## src/sptg_pkg.sv

```systemverilog
// ----------------------------------------------------------------------------
// sptg_pkg: shared types and constants of the swept pulse train generator
// register indexes, configuration bundle and reset constants
// ----------------------------------------------------------------------------
`timescale 1ns / 1ps
`default_nettype none

package sptg_pkg;

  // default number of samples in the first block after a restart
  localparam int unsigned BlockSizeDefault = 1024;
  // reset distance and sweep length are the block size over this divisor
  localparam int unsigned DistanceDivisor = 10;

  // configuration port geometry
  localparam int unsigned PaddrWidth = 5;
  localparam int unsigned PdataWidth = 32;

  // register indexes, byte address is four times the index
  typedef enum logic [2:0] {
    REG_PULSE_WIDTH       = 3'd0,
    REG_AMPLITUDE         = 3'd1,
    REG_POSITIVE_POLARITY = 3'd2,
    REG_INITIAL_DISTANCE  = 3'd3,
    REG_START_DELAY       = 3'd4,
    REG_DISTANCE_STEP     = 3'd5,
    REG_SWEEP_PERIOD      = 3'd6
  } reg_index_t;

  // configuration bundle handed from the register file to the datapath
  typedef struct packed {
    logic [15:0]        pulse_width;
    logic [15:0]        amplitude;
    logic               positive_polarity;
    logic [31:0]        initial_distance;
    logic [15:0]        start_delay;
    logic signed [15:0] distance_step;
    logic [31:0]        sweep_period;
  } cfg_t;

endpackage

`default_nettype wire

```

## src/sptg_regs.sv

```systemverilog
// ----------------------------------------------------------------------------
// sptg_regs: configuration register file
// APB-style write and read access to the seven generator registers
// ----------------------------------------------------------------------------
`timescale 1ns / 1ps
`default_nettype none

module sptg_regs
  import sptg_pkg::*;
#(
  parameter int unsigned BLOCK_SIZE = BlockSizeDefault
) (
  input  wire logic                  clk,
  input  wire logic                  rst,
  input  wire logic                  psel,
  input  wire logic                  penable,
  input  wire logic                  pwrite,
  input  wire logic [PaddrWidth-1:0] paddr,
  input  wire logic [PdataWidth-1:0] pwdata,
  output      logic [PdataWidth-1:0] prdata,
  output      logic                  pready,
  output      cfg_t                  cfg
);

  localparam logic [31:0] DistReset = 32'(BLOCK_SIZE / DistanceDivisor);

  reg_index_t index;
  logic       wr_en;

  assign index  = reg_index_t'(paddr[PaddrWidth-1:2]);
  assign pready = 1'b1;
  assign wr_en  = psel && penable && pwrite && pready;

  // register writes, unmapped indexes are dropped
  always_ff @(posedge clk) begin
    if (rst) begin
      cfg.pulse_width       <= 16'd1;
      cfg.amplitude         <= 16'd32768;
      cfg.positive_polarity <= 1'b1;
      cfg.initial_distance  <= DistReset;
      cfg.start_delay       <= 16'd0;
      cfg.distance_step     <= 16'sd0;
      cfg.sweep_period      <= DistReset;
    end else if (wr_en) begin
      unique case (index)
        REG_PULSE_WIDTH:       cfg.pulse_width       <= pwdata[15:0];
        REG_AMPLITUDE:         cfg.amplitude         <= pwdata[15:0];
        REG_POSITIVE_POLARITY: cfg.positive_polarity <= pwdata[0];
        REG_INITIAL_DISTANCE:  cfg.initial_distance  <= pwdata[31:0];
        REG_START_DELAY:       cfg.start_delay       <= pwdata[15:0];
        REG_DISTANCE_STEP:     cfg.distance_step     <= signed'(pwdata[15:0]);
        REG_SWEEP_PERIOD:      cfg.sweep_period      <= pwdata[31:0];
        default: begin
        end
      endcase
    end
  end

  // read mux
  always_comb begin
    prdata = '0;
    unique case (index)
      REG_PULSE_WIDTH:       prdata = {16'd0, cfg.pulse_width};
      REG_AMPLITUDE:         prdata = {16'd0, cfg.amplitude};
      REG_POSITIVE_POLARITY: prdata = {31'd0, cfg.positive_polarity};
      REG_INITIAL_DISTANCE:  prdata = cfg.initial_distance;
      REG_START_DELAY:       prdata = {16'd0, cfg.start_delay};
      REG_DISTANCE_STEP:     prdata = {16'd0, cfg.distance_step};
      REG_SWEEP_PERIOD:      prdata = cfg.sweep_period;
      default:               prdata = '0;
    endcase
  end

endmodule

`default_nettype wire

```

## src/swept_pulse_train_generator.sv

```systemverilog
// ----------------------------------------------------------------------------
// swept_pulse_train_generator: pulse train with swept pulse distance
// one output sample per input transaction, configured over an APB-style port
// ----------------------------------------------------------------------------
// Each accepted input transaction yields exactly one output transaction, and a
// new input is taken every cycle while the output register is empty or being
// drained, so the block sustains one sample per clock. The whole update
// (pulse-width compare, distance compare, 32-bit increments and the signed
// distance step) sits between the pulse state registers and the output
// register. restart reloads the state before its own sample is made; the first
// min(start_delay, BLOCK_SIZE) samples after a restart or reset are zero.
// Users must write registers only with no transaction outstanding; unenforced.
// ----------------------------------------------------------------------------
`timescale 1ns / 1ps
`default_nettype none

module swept_pulse_train_generator
  import sptg_pkg::*;
#(
  parameter int unsigned BLOCK_SIZE = BlockSizeDefault
) (
  input  wire logic                  clk,
  input  wire logic                  rst,
  // configuration port
  input  wire logic                  psel,
  input  wire logic                  penable,
  input  wire logic                  pwrite,
  input  wire logic [PaddrWidth-1:0] paddr,
  input  wire logic [PdataWidth-1:0] pwdata,
  output      logic [PdataWidth-1:0] prdata,
  output      logic                  pready,
  // input channel
  input  wire logic                  in_valid,
  output      logic                  in_ready,
  input  wire logic                  restart,
  // output channel
  output      logic                  out_valid,
  input  wire logic                  out_ready,
  output      logic signed [16:0]    sample,
  output      logic                  pulse_active
);

  localparam int unsigned IdxWidth = $clog2(BLOCK_SIZE + 1);
  localparam logic [31:0] DistReset = 32'(BLOCK_SIZE / DistanceDivisor);
  localparam logic [31:0] BlockLen  = 32'(BLOCK_SIZE);

  cfg_t cfg;

  sptg_regs #(
    .BLOCK_SIZE (BLOCK_SIZE)
  ) u_regs (
    .clk     (clk),
    .rst     (rst),
    .psel    (psel),
    .penable (penable),
    .pwrite  (pwrite),
    .paddr   (paddr),
    .pwdata  (pwdata),
    .prdata  (prdata),
    .pready  (pready),
    .cfg     (cfg)
  );

  // pulse state
  logic [31:0]         phase_position, phase_position_next;
  logic [31:0]         sweep_count, sweep_count_next;
  logic [31:0]         current_distance, current_distance_next;
  logic [IdxWidth-1:0] first_block_index, first_block_index_next;

  logic                accept;
  logic [31:0]         pos_eff, cnt_eff, dist_eff, cnt_inc;
  logic [IdxWidth-1:0] idx_eff;
  logic                in_first, skipped, in_pulse;
  logic signed [16:0]  sample_next;

  assign in_ready = !out_valid || out_ready;
  assign accept   = in_valid && in_ready;

  // restart reloads the state before this sample
  assign pos_eff  = restart ? 32'd0 : phase_position;
  assign cnt_eff  = restart ? 32'd0 : sweep_count;
  assign dist_eff = restart ? cfg.initial_distance : current_distance;
  assign idx_eff  = restart ? '0 : first_block_index;

  assign in_first = 32'(idx_eff) < BlockLen;
  assign skipped  = in_first && (32'(idx_eff) < 32'(cfg.start_delay));
  assign in_pulse = !skipped && (pos_eff < 32'(cfg.pulse_width));
  assign cnt_inc  = cnt_eff + 32'd1;

  // next state and sample
  always_comb begin
    first_block_index_next = in_first ? idx_eff + IdxWidth'(1) : idx_eff;
    phase_position_next    = pos_eff;
    sweep_count_next       = cnt_eff;
    current_distance_next  = dist_eff;
    if (!skipped) begin
      priority if (in_pulse) begin
        phase_position_next = pos_eff + 32'd1;
        sweep_count_next    = cnt_inc;
      end else if (pos_eff == dist_eff) begin
        phase_position_next = 32'd0;
        if (cnt_inc <= cfg.sweep_period) begin
          sweep_count_next      = cnt_inc;
          current_distance_next = dist_eff + 32'(cfg.distance_step);
        end else begin
          sweep_count_next      = 32'd0;
          current_distance_next = cfg.initial_distance;
        end
      end else begin
        phase_position_next = pos_eff + 32'd1;
        sweep_count_next    = cnt_inc;
      end
    end
    sample_next = cfg.positive_polarity ? signed'({1'b0, cfg.amplitude})
                                        : -signed'({1'b0, cfg.amplitude});
    if (!in_pulse) begin
      sample_next = '0;
    end
  end

  // state registers
  always_ff @(posedge clk) begin
    if (rst) begin
      phase_position    <= 32'd0;
      sweep_count       <= 32'd0;
      current_distance  <= DistReset;
      first_block_index <= '0;
    end else if (accept) begin
      phase_position    <= phase_position_next;
      sweep_count       <= sweep_count_next;
      current_distance  <= current_distance_next;
      first_block_index <= first_block_index_next;
    end
  end

  // output register
  always_ff @(posedge clk) begin
    if (rst) begin
      out_valid <= 1'b0;
    end else if (accept) begin
      out_valid <= 1'b1;
    end else if (out_ready) begin
      out_valid <= 1'b0;
    end
  end

  always_ff @(posedge clk) begin
    if (accept) begin
      sample       <= sample_next;
      pulse_active <= in_pulse;
    end
  end

  // checks
  a_result_follows : assert property (@(posedge clk) disable iff (rst)
    accept |=> out_valid)
    else $error("accepted transaction produced no result");

  a_idle_is_zero : assert property (@(posedge clk) disable iff (rst)
    out_valid && !pulse_active |-> sample == 17'sd0)
    else $error("nonzero sample outside a pulse");

  a_restart_skips : assert property (@(posedge clk) disable iff (rst)
    accept && restart && cfg.start_delay != 16'd0 |=> out_valid && !pulse_active)
    else $error("restart with start delay did not skip the first sample");

  a_index_bound : assert property (@(posedge clk) disable iff (rst)
    32'(first_block_index) <= BlockLen)
    else $error("first block index ran past block size");

endmodule

`default_nettype wire

```

## config.mk

```make
export PLATFORM = sky130hd
export DESIGN_NAME = swept_pulse_train_generator
export DESIGN_NICKNAME = d
export VERILOG_FILES = /design/src/sptg_pkg.sv /design/src/sptg_regs.sv /design/src/swept_pulse_train_generator.sv
export SDC_FILE = /design/constraint.sdc
export NUM_CORES = 1
export LEC_CHECK = 0
export BUFFER_PORTS_ARGS = -buffer_cell sky130_fd_sc_hd__buf_2
export CAP_MARGIN = 20
export CORE_MARGIN = 2
export CORE_UTILIZATION = 56
export CTS_BUF_LIST = sky130_fd_sc_hd__clkbuf_8
export DETAILED_ROUTE_END_ITERATION = 8
export PLACE_DENSITY = 0.74
export SLEW_MARGIN = 25
export SYNTH_ARGS = -nofsm -noshare
export SYNTH_HDL_FRONTEND = slang
export SYNTH_SLANG_ARGS = --single-unit
```

## constraint.sdc

```tcl
create_clock -name clk -period 11.62 [get_ports clk]
set_input_delay 0.581 -clock clk [delete_from_list [all_inputs] [get_ports clk]]
set_output_delay 0.581 -clock clk [all_outputs]
set_load 0.05 [all_outputs]
```

## Word level (Yosys, flattened, before mapping)

Cells that the tools add are included.

- Bits in registers: 255
- Input port bits: 45

- Add/sub/neg operators: 5
- $lt $le $gt $ge: 4
- Equality and inequality tests: 7
- Mux-type cells: 20
- Bitwise gates (word level): 1
- Reductions and logical operators: 18

Operators with widths:

| operator | number |
|---|---|
| $mux W32 | 14 |
| $pmux W32 S7 | 1 |
| $add A32 B1 Y32 const B | 2 |
| $add A32 B32 Y32 | 1 |
| $eq A32 B32 Y1 | 1 |
| $le A32 B32 Y1 | 1 |
| $lt A32 B16 Y1 | 1 |
| $mux W11 | 2 |
| $neg A16 Y17 | 1 |
| $lt A11 B16 Y1 | 1 |
| $mux W16 | 1 |
| $reduce_and A2 Y1 | 7 |
| $add A11 B1 Y11 const B | 1 |
| $lt A11 B11 Y1 const B | 1 |
| $eq A3 B3 Y1 const B | 3 |
| $eq A3 B2 Y1 const B | 2 |
| $logic_and A1 B1 Y1 | 5 |
| $eq A3 B1 Y1 const B | 1 |
| $logic_not A3 Y1 | 1 |
| $logic_not A1 Y1 | 2 |
| $mux W1 | 2 |
| $reduce_bool A2 Y1 | 1 |
| $reduce_or A2 Y1 | 1 |
| $logic_or A1 B1 Y1 | 1 |
| $not A1 Y1 | 1 |

## Depth between registers and ports, before layout

Gate-level depths: netlist of the first run.

- Depth after elaboration: 7
- Mapped depth: 28
- Depth with buffers taken out: 19

## By module

Synthesis of the first run repeated with hierarchy kept, for this count alone.

- Cells, all modules: 2097
- Area, all modules: 17505.5 µm²

Modules (own cells, without submodules):

| module | instances | cells an instance | area each (µm²) |
|---|---|---|---|
| swept_pulse_train_generator | 1 | 1491 | 11253.3 |
| sptg_regs | 1 | 606 | 6252.2 |

## Worst setup path after synthesis of the first run

No wires, ideal clock.

- Path type: input -> register
- Start: input port restart
- End: register current_distance[31]
- Setup time: 130 ps
- Arrival: 5790 ps
- Data required time: 11490 ps
- Slack: 5700 ps
- Cell stages on the path: 27
- Path buffers: 9
- Cells stage by stage: buf_4 buf_2 buf_1 clkbuf_1 buf_1 clkbuf_1 clkbuf_1 nor2b_1 ha_1 nand3_1 nor3_1 nand3_1 nor2_1 and3b_1 nand3_1 xnor2_1 ha_1 nand4_1 nor4_1 and3_1 a311oi_1 nor3_1 clkbuf_1 buf_2 o21ai_0 nor4_1 o211ai_1

- Cells in the longest elaborated chain, start to end: 7

Ends and longest elaborated chain:

| what | line | text |
|---|---|---|
| start: declaration | swept_pulse_train_generator.sv:35 | `input wire logic restart,` |
| $mux W32 or $mux W11 (tied branches) | swept_pulse_train_generator.sv:81, swept_pulse_train_generator.sv:83 |  |
| $add A32 B1 Y32, or another cell as far along | swept_pulse_train_generator.sv:88 | `assign cnt_inc = cnt_eff + 32'd1;` |
| $le A32 B32 Y1 or $logic_and A1 B1 Y1 (tied branches) | swept_pulse_train_generator.sv:102, swept_pulse_train_generator.sv:86 |  |
| $mux W32 or $logic_not A1 Y1 (tied branches) | -- |  |
| $mux W32 or $logic_and A1 B1 Y1 (tied branches) | swept_pulse_train_generator.sv:100, swept_pulse_train_generator.sv:87 |  |
| $mux W32 | swept_pulse_train_generator.sv:97 | `priority if (in_pulse) begin` |
| $mux W32 * | swept_pulse_train_generator.sv:96 | `if (!skipped) begin` |
| end signal: assignment | swept_pulse_train_generator.sv:126 | `current_distance <= DistReset;` |
| end signal: assignment | swept_pulse_train_generator.sv:131 | `current_distance <= current_distance_next;` |
| end: declaration | swept_pulse_train_generator.sv:67 | `logic [31:0] current_distance, current_distance_next;` |

Every way passes the cells marked *; elsewhere a longest branch is shown, timed or not.
A chain may end at the register's enable or synchronous reset.

## Worst setup path in the final report of the first run

- Start: register sweep_count[0]
- End: register sweep_count[27]

- Cells in the longest elaborated chain, start to end: 7

Ends and longest elaborated chain:

| what | line | text |
|---|---|---|
| start: declaration | swept_pulse_train_generator.sv:66 | `logic [31:0] sweep_count, sweep_count_next;` |
| start signal: assignment | swept_pulse_train_generator.sv:130 | `sweep_count <= sweep_count_next;` |
| $mux W32 * | swept_pulse_train_generator.sv:81 | `assign cnt_eff = restart ? 32'd0 : sweep_count;` |
| $add A32 B1 Y32 * | swept_pulse_train_generator.sv:88 |  |
| $le A32 B32 Y1 | swept_pulse_train_generator.sv:102 | `if (cnt_inc <= cfg.sweep_period) begin` |
| $mux W32 | swept_pulse_train_generator.sv:102 |  |
| $mux W32 | swept_pulse_train_generator.sv:100 | `end else if (pos_eff == dist_eff) begin` |
| $mux W32 * | swept_pulse_train_generator.sv:97 |  |
| $mux W32 * | swept_pulse_train_generator.sv:96 |  |

Marked as above.

==> impl_metrics.ini, run 1 <==
[routing]
wl_um = 55800
antenna_left = 0
route.vias.total = 16800
dr.pass1.iters = 6
via_per_inst = 6.27
dr.first_iter.drc_count = 1939
drc = 0
wl_per_cell_um = 20.9

[cts]
clock_latency_ns = 0.58
htreeDepth = 2
clkSinkCount = 255
numCtsBuffers = 45
post_cts_resized = 0
cts.clk_slew.worst_paths_ns = 0.06
root_buffer = clkbuf_8
cts_buffer_depth = 3
postCtsHoldBufs = 0
post_cts_buffers = 0
cts_tree = yes

[setup_path]
cp-end-kind = flip-flop
cp_slowest_stage_delay_ns = 0.75
cpMaxStageDelayCell = clkinv_1
critPathLaunchType = flip-flop
required_ns = 12.09
arrival_ns = 7.00
crit_start = sweep_count[0]$_SDFFE_PP0P_
crit_fanout = 38
critical_path.top_delay_family = simple AND/OR/NAND/NOR gates
crit_chain = nor2b_1 -> ha_1 -> nand3_1 -> nor3_1 -> nand3_1 -> nor2_1 -> nand4_1 -> xor2_1 -> nor2_1 -> ha_1 -> nand4_1 -> nor4_1 -> and3_1 -> a311oi_1 -> nor3_2 -> buf_4 -> clkinv_1 -> a21oi_2 -> buf_4 -> a21oi_1 -> a311oi_1
r2r_start = sweep_count[0]$_SDFFE_PP0P_
criticalPathCategory = flip-flop to flip-flop
critical_path_buf_inv_count = 3

[synthesis]
yosys_warnings = 0
synth.avg_cell_area_um2 = 7.52
ys.flop_type = dfxtp_1
synth-edff-count = 18
synth_area_leaders = dfxtp_1 29%, nand2_1 9.0%, a21oi_1 7.6%, ha_1 6.9%, nor2_1 4.3%
yosysSeqAreaShare_pct = 31.8
ys_types = 91
yosysTopAreaCell = dfxtp_1
syn-num-nets = 2350
synth_top_area_share_pct = 28.5
ys_seq_elements = 255
synthArstFlopShare_pct = 0
synthCells = 2212
syn_area_um2 = 16600

[floorplanning]
dieWidth_um = 176
die_h_um = 176
row_count = 63
start_util_pct = 56.6
core_um2 = 29400
io_pins = 98
dieArea_um2 = 31100

[sta]
timing.slew.headroom_pct = 30.7
rsz0062_at_grt = false
finalCritPeriodShare_pct = 56.2
worst_pin_slew_ns = 1.03
final_max_slew_viol_count = 0
hold_viol = 0
setup_violations = 0
fin_setup_tns_ns = 0
fin_skew_ns = 0.0224
fmax_mhz = 153
post-route-min-period_ns = 6.53

[place]
gp_congestion = 0.955
dpl.hpwl_um = 40200
port_buffers = 94

[finish]
antenna_cells = 0
layout.nets = 2386
seqCellArea_um2 = 5290
nFillCells = 2638
syn_to_final_growth_pct = 10.1
layout_common_cells = 397 x nand2_1, 254 x a21oi_1, 236 x dfxtp_1
layout_commonest_cell = nand2_1
multi_input_area_um2 = 10400
drive_above_1_share_pct = 11.3

[grt]
grt_overflow_total = 0
grt_pass1_vias = 15400
grt_pass1_wl_um = 86400
grt_usage_pct = 35.2
grt_max_degree = 94
antenna_found_initial = 1

[power]
comb_power_share_pct = 9.6
p_seq_share_pct = 44.6
power_switching_w = 0.000570
internal_power_w = 0.00146
power.leakage_nw = 6.96
p_clk_share_pct = 45.8
power_density_nw_per_um2 = 111
p_total_w = 0.00203
ir_worst_vdd_mv = 0.0873
switching_share_pct = 28.0

[job]
maxCapViolCount = 0

[min_path]
min_from = pwdata[21]
hp-class = input port to flip-flop

[run_status]
status = completed
==> final cells by class <==
cell class	instances	area share (%)
clock buffers	61	4.59
multi-input cells	1706	56.9
repair buffers	115	3.50
well taps	390	2.67
flip-flops and latches	255	28.9
inverters	125	2.56
clock inverters	23	0.929
==> sequential cells by signal, indices dropped and copies added (netlist names) <==
name / flops
current_distance: 32
u_regs.cfg: 129
sample: 17
phase_position: 32
out_valid: 1
sweep_count: 32
pulse_active: 1
first_block_index: 11
==> worst register-to-register path: stages, from the launching register on <==
cell and delay, ns:
dfxtp_1 0.43, nor2b_1 0.22, ha_1 0.21, nand3_1 0.17
nor3_1 0.54, nand3_1 0.24, nor2_1 0.43, nand4_1 0.18
xor2_1 0.15, nor2_1 0.07, ha_1 0.34, nand4_1 0.17
nor4_1 0.41, and3_1 0.25, a311oi_1 0.07, nor3_2 0.18
buf_4 0.47, clkinv_1 0.77, a21oi_2 0.36, buf_4 0.37
a21oi_1 0.13, a311oi_1 0.24
==> worst paths after layout <==
path	slack [ns]	to	cells after the start
setup / recovery	5.09	sweep_count[27]$_SDFFE_PP0P_	21
hold / removal	0.26	u_regs.cfg[85]$_SDFFE_PP0P_	3
setup reg to reg	5.09	sweep_count[27]$_SDFFE_PP0P_	21
hold reg to reg	0.45	phase_position[10]$_SDFFE_PP0P_	2
==> cell usage after synthesis, types with 15 or more instances <==
| master | instances |
|---|---|
| a22oi_1 | 62 |
| and3_1 | 17 |
| dfxtp_1 | 237 |
| xnor2_1 | 52 |
| mux2i_1 | 29 |
| o22ai_1 | 15 |
| nand4_1 | 30 |
| a21oi_1 | 254 |
| a31oi_1 | 19 |
| o21ai_0 | 85 |
| nor2_1 | 189 |
| a21o_1 | 20 |
| nand3_1 | 47 |
| xor2_1 | 22 |
| nor3_1 | 33 |
| o211ai_1 | 18 |
| ha_1 | 92 |
| inv_1 | 123 |
| nand2_1 | 399 |
| mux2_2 | 22 |
| clkbuf_1 | 103 |
| nor4_1 | 28 |
| nor2b_1 | 55 |
| edfxtp_1 | 18 |
==> power groups by stage <==
stage               logic [W]  registers (W)  clock network, W
finish               0.000195       0.000905          0.000931
global route         0.000206       0.000906          0.000973
CTS                  0.000190       0.000905          0.000930
floorplan            0.000118       0.000933                 0
global placement     0.000188       0.000924                 0
detailed placement   0.000190       0.000924                 0
==> kinds of logic (layout without fill, tap and decap cells) <==
logic type | count (synthesis) | count (layout) | share of synthesized area [%]
AND/OR/NAND/NOR | 871 | 871 | 23.9
AO/OA/AOI/OAI | 608 | 608 | 23.2
flip-flops | 255 | 255 | 31.8
buffers and inverters | 251 | 324 | 5.80
adder cells (fa/ha/maj) | 93 | 93 | 7.04
XOR/XNOR | 74 | 74 | 3.90
multiplexers | 59 | 59 | 4.32
other | 1 | 1 | 0.0226
==> metal layers <==
metal | share of wire (%) | global-route usage, %
met5 | 0.023 | 0
met4 | 3.1 | 12.6
met3 | 10 | 6.89
met2 | 45 | 54.9
met1 | 42 | 48.7
==> through the flow <==
step           instance area [um^2]  setup WS [ns]  utilization, %  cells  hold WS [ns]
6_report                      18300           5.09            62.3   2675         0.262
5_1_grt                       18300           4.60            62.3   2675         0.260
4_1_cts                       18300           5.21            62.2   2674         0.249
3_5_place_dp                  17300           4.75            58.8   2590         0.448
3_3_place_gp                  17300           4.79            58.8   2590         0.434
2_1_floorplan                 16600           5.70               -   2212         0.426
Power figures use the tool's default switching activity.
==> inputs of run 2 (changes only) <==
==> constraint.sdc (replaced) <==
create_clock -name clk -period 6.8 [get_ports clk]
set_input_delay 0.34 -clock clk [delete_from_list [all_inputs] [get_ports clk]]
set_output_delay 0.34 -clock clk [all_outputs]
set_load 0.05 [all_outputs]
==> run 2 against run 1 <==
Non-clock buffer count rose by 8; clock power rose by 72%; worst setup slack got worse by 3.8 ns; wire length rose by 0.67%; global-route usage rose by 0.13 points; sequential share of layout area fell by 0.11 points; critical path depth fell by 2; worst hold slack got worse by 0.24 ns; via count rose by 1.6%; register-to-register slack got worse by 3.8 ns; clock skew rose by 0.0049 ns.
==> impl_metrics.ini, run 2 (synthesized netlist as in run 1, its figures left out) <==
[finish]
final_cell_area_um2 = 18400
regMostFlops = u_regs.cfg
layout_commonest_cell = nand2_1
layout_common_cells = 397 x nand2_1, 254 x a21oi_1, 236 x dfxtp_1
final_cells = 2687
largest_reg_flops = 129
drive_above_1_share_pct = 11.1
postLayoutCoreUtil_pct = 62.5
layout.nets = 2397
syn_to_final_growth_pct = 10.6
antenna_cells = 0

[routing]
dr.first_iter.drc_count = 2066
wl_um = 56200
dr.pass1.iters = 6
drc = 0
wl_per_cell_um = 20.9
via_per_inst = 6.34
route.vias.total = 17000
antenna_left = 0

[cts]
root_buffer = clkbuf_8
cts_buffer_depth = 3
cts.clk_slew.worst_paths_ns = 0.06
htreeDepth = 2
cts_tree = yes
clkSinkCount = 255
clock_latency_ns = 0.59
numCtsBuffers = 48
post_cts_buffers = 0

[power]
power_switching_w = 0.000976
ir_worst_vdd_mv = 0.160
power.leakage_nw = 7.02
switching_share_pct = 28.0
p_seq_share_pct = 44.4
power_density_nw_per_um2 = 190
p_clk_share_pct = 45.9
comb_power_share_pct = 9.7
internal_power_w = 0.00251

[setup_path]
cp_slowest_stage_delay_ns = 0.53
r2r_end = current_distance[2]$_SDFFE_PP1P_
crit_fanout = 37
critPathLaunchType = flip-flop
crit_chain = nor2b_1 -> ha_1 -> nand3_1 -> nor3_1 -> nand3_1 -> nor2_1 -> and3b_1 -> xnor2_1 -> ha_1 -> nand4_1 -> nor4_1 -> and3_1 -> a311oi_1 -> nor3_2 -> buf_4 -> o21ai_0 -> o21ai_0 -> a211oi_1 -> a211o_1
cpMaxStageDelayCell = nor4_1
critical_path.top_delay_family = simple AND/OR/NAND/NOR gates
critical_path_buf_inv_count = 1
criticalPathCategory = flip-flop to flip-flop
cp-end-kind = flip-flop
rrSetupSlack_ns = 1.26
r2r_start = sweep_count[0]$_SDFFE_PP0P_
arrival_ns = 6.00
required_ns = 7.26
reg2reg_depth = 19

[grt]
grt_pass1_wl_um = 87200
grt_pass1_vias = 15600
grt_overflow_total = 0
antenna_found_initial = 0
grt_max_degree = 89
grt_usage_pct = 35.4

[sta]
fin_setup_tns_ns = 0
fmax_mhz = 181
fin_skew_ns = 0.0273
hold_viol = 0
rsz0062_at_grt = false
final_max_slew_viol_count = 0
timing.slew.headroom_pct = 32.8
worst_pin_slew_ns = 1.00
setup_violations = 0
finalCritPeriodShare_pct = 81.5
post-route-min-period_ns = 5.54

[floorplanning]
core_um2 = 29400
die_h_um = 176
dieWidth_um = 176
start_util_pct = 56.6
dieArea_um2 = 31100
row_count = 63
io_pins = 98

[min_path]
worstHoldEndpoint = u_regs.cfg[89]$_SDFFE_PP0P_
hp-class = input port to flip-flop
hold_depth = 3
min_from = pwdata[25]

[place]
dpl.cell_count = 2595
gp_congestion = 0.991
port_buffers = 94
dpl-instance-area_um2 = 17300
dpl.hpwl_um = 40300

[job]
maxCapViolCount = 0

[run_status]
status = completed
run 2: final cells by class:
| cell class | count | area [um^2] |
|---|---|---|
| flip-flops and latches | 255 | 5290 |
| well taps | 390 | 488 |
| repair buffers | 123 | 713 |
| clock inverters | 33 | 251 |
| inverters | 125 | 469 |
| multi-input cells | 1706 | 10400 |
| fillers | 2674 | 11000 |
| clock buffers | 55 | 757 |
run 2: per-stage QoR:
stage	total power, W	setup slack [ns]	hold WS (ns)
6_report	0.00349	1.26	0.0191
3_3_place_gp	0.00190	1.38	0.433
5_1_grt	0.00358	0.859	0.00857
3_5_place_dp	0.00190	1.31	0.443
2_1_floorplan	0.00180	1.12	0.426
4_1_cts	0.00348	1.36	0.000313
run 2: worst max-delay path by stage:
stage,cells after the start,start,end
floorplan,27,restart,current_distance[31]$_SDFFE_PP0P_
global placement,21,restart,sweep_count[27]$_SDFFE_PP0P_
detailed placement,21,restart,sweep_count[28]$_SDFFE_PP0P_
CTS,20,sweep_count[0]$_SDFFE_PP0P_,sweep_count[28]$_SDFFE_PP0P_
global route,19,sweep_count[0]$_SDFFE_PP0P_,current_distance[31]$_SDFFE_PP0P_
finish,19,sweep_count[0]$_SDFFE_PP0P_,current_distance[2]$_SDFFE_PP1P_
run 2: tightest hold or removal path: stages:
cell and delay (ns):
buf_2 0.11, nand2_1 0.05, a21oi_1 0.05
run 2: repair_timing:
item	4_1_cts	5_1_grt
endpoints found under the hold margin	2	0
resized for setup	0	0
hold buffers	2	0
run 2: power by group through the flow:
stage	clock [W]	sequential, W	combinational [W]
finish	0.00160	0.00155	0.000338
global route	0.00168	0.00155	0.000356
CTS	0.00161	0.00155	0.000328
detailed placement	0	0.00158	0.000326
global placement	0	0.00158	0.000322
floorplan	0	0.00159	0.000202
run 2: routing by layer:
layer	track usage (%)	up-vias	wire [um]
met3	6.68	148	5660
met1	49.2	8059	23600
li1	-	7939	-
met2	54.7	894	25000
met4	13.0	0	2010
met5	0	-	0
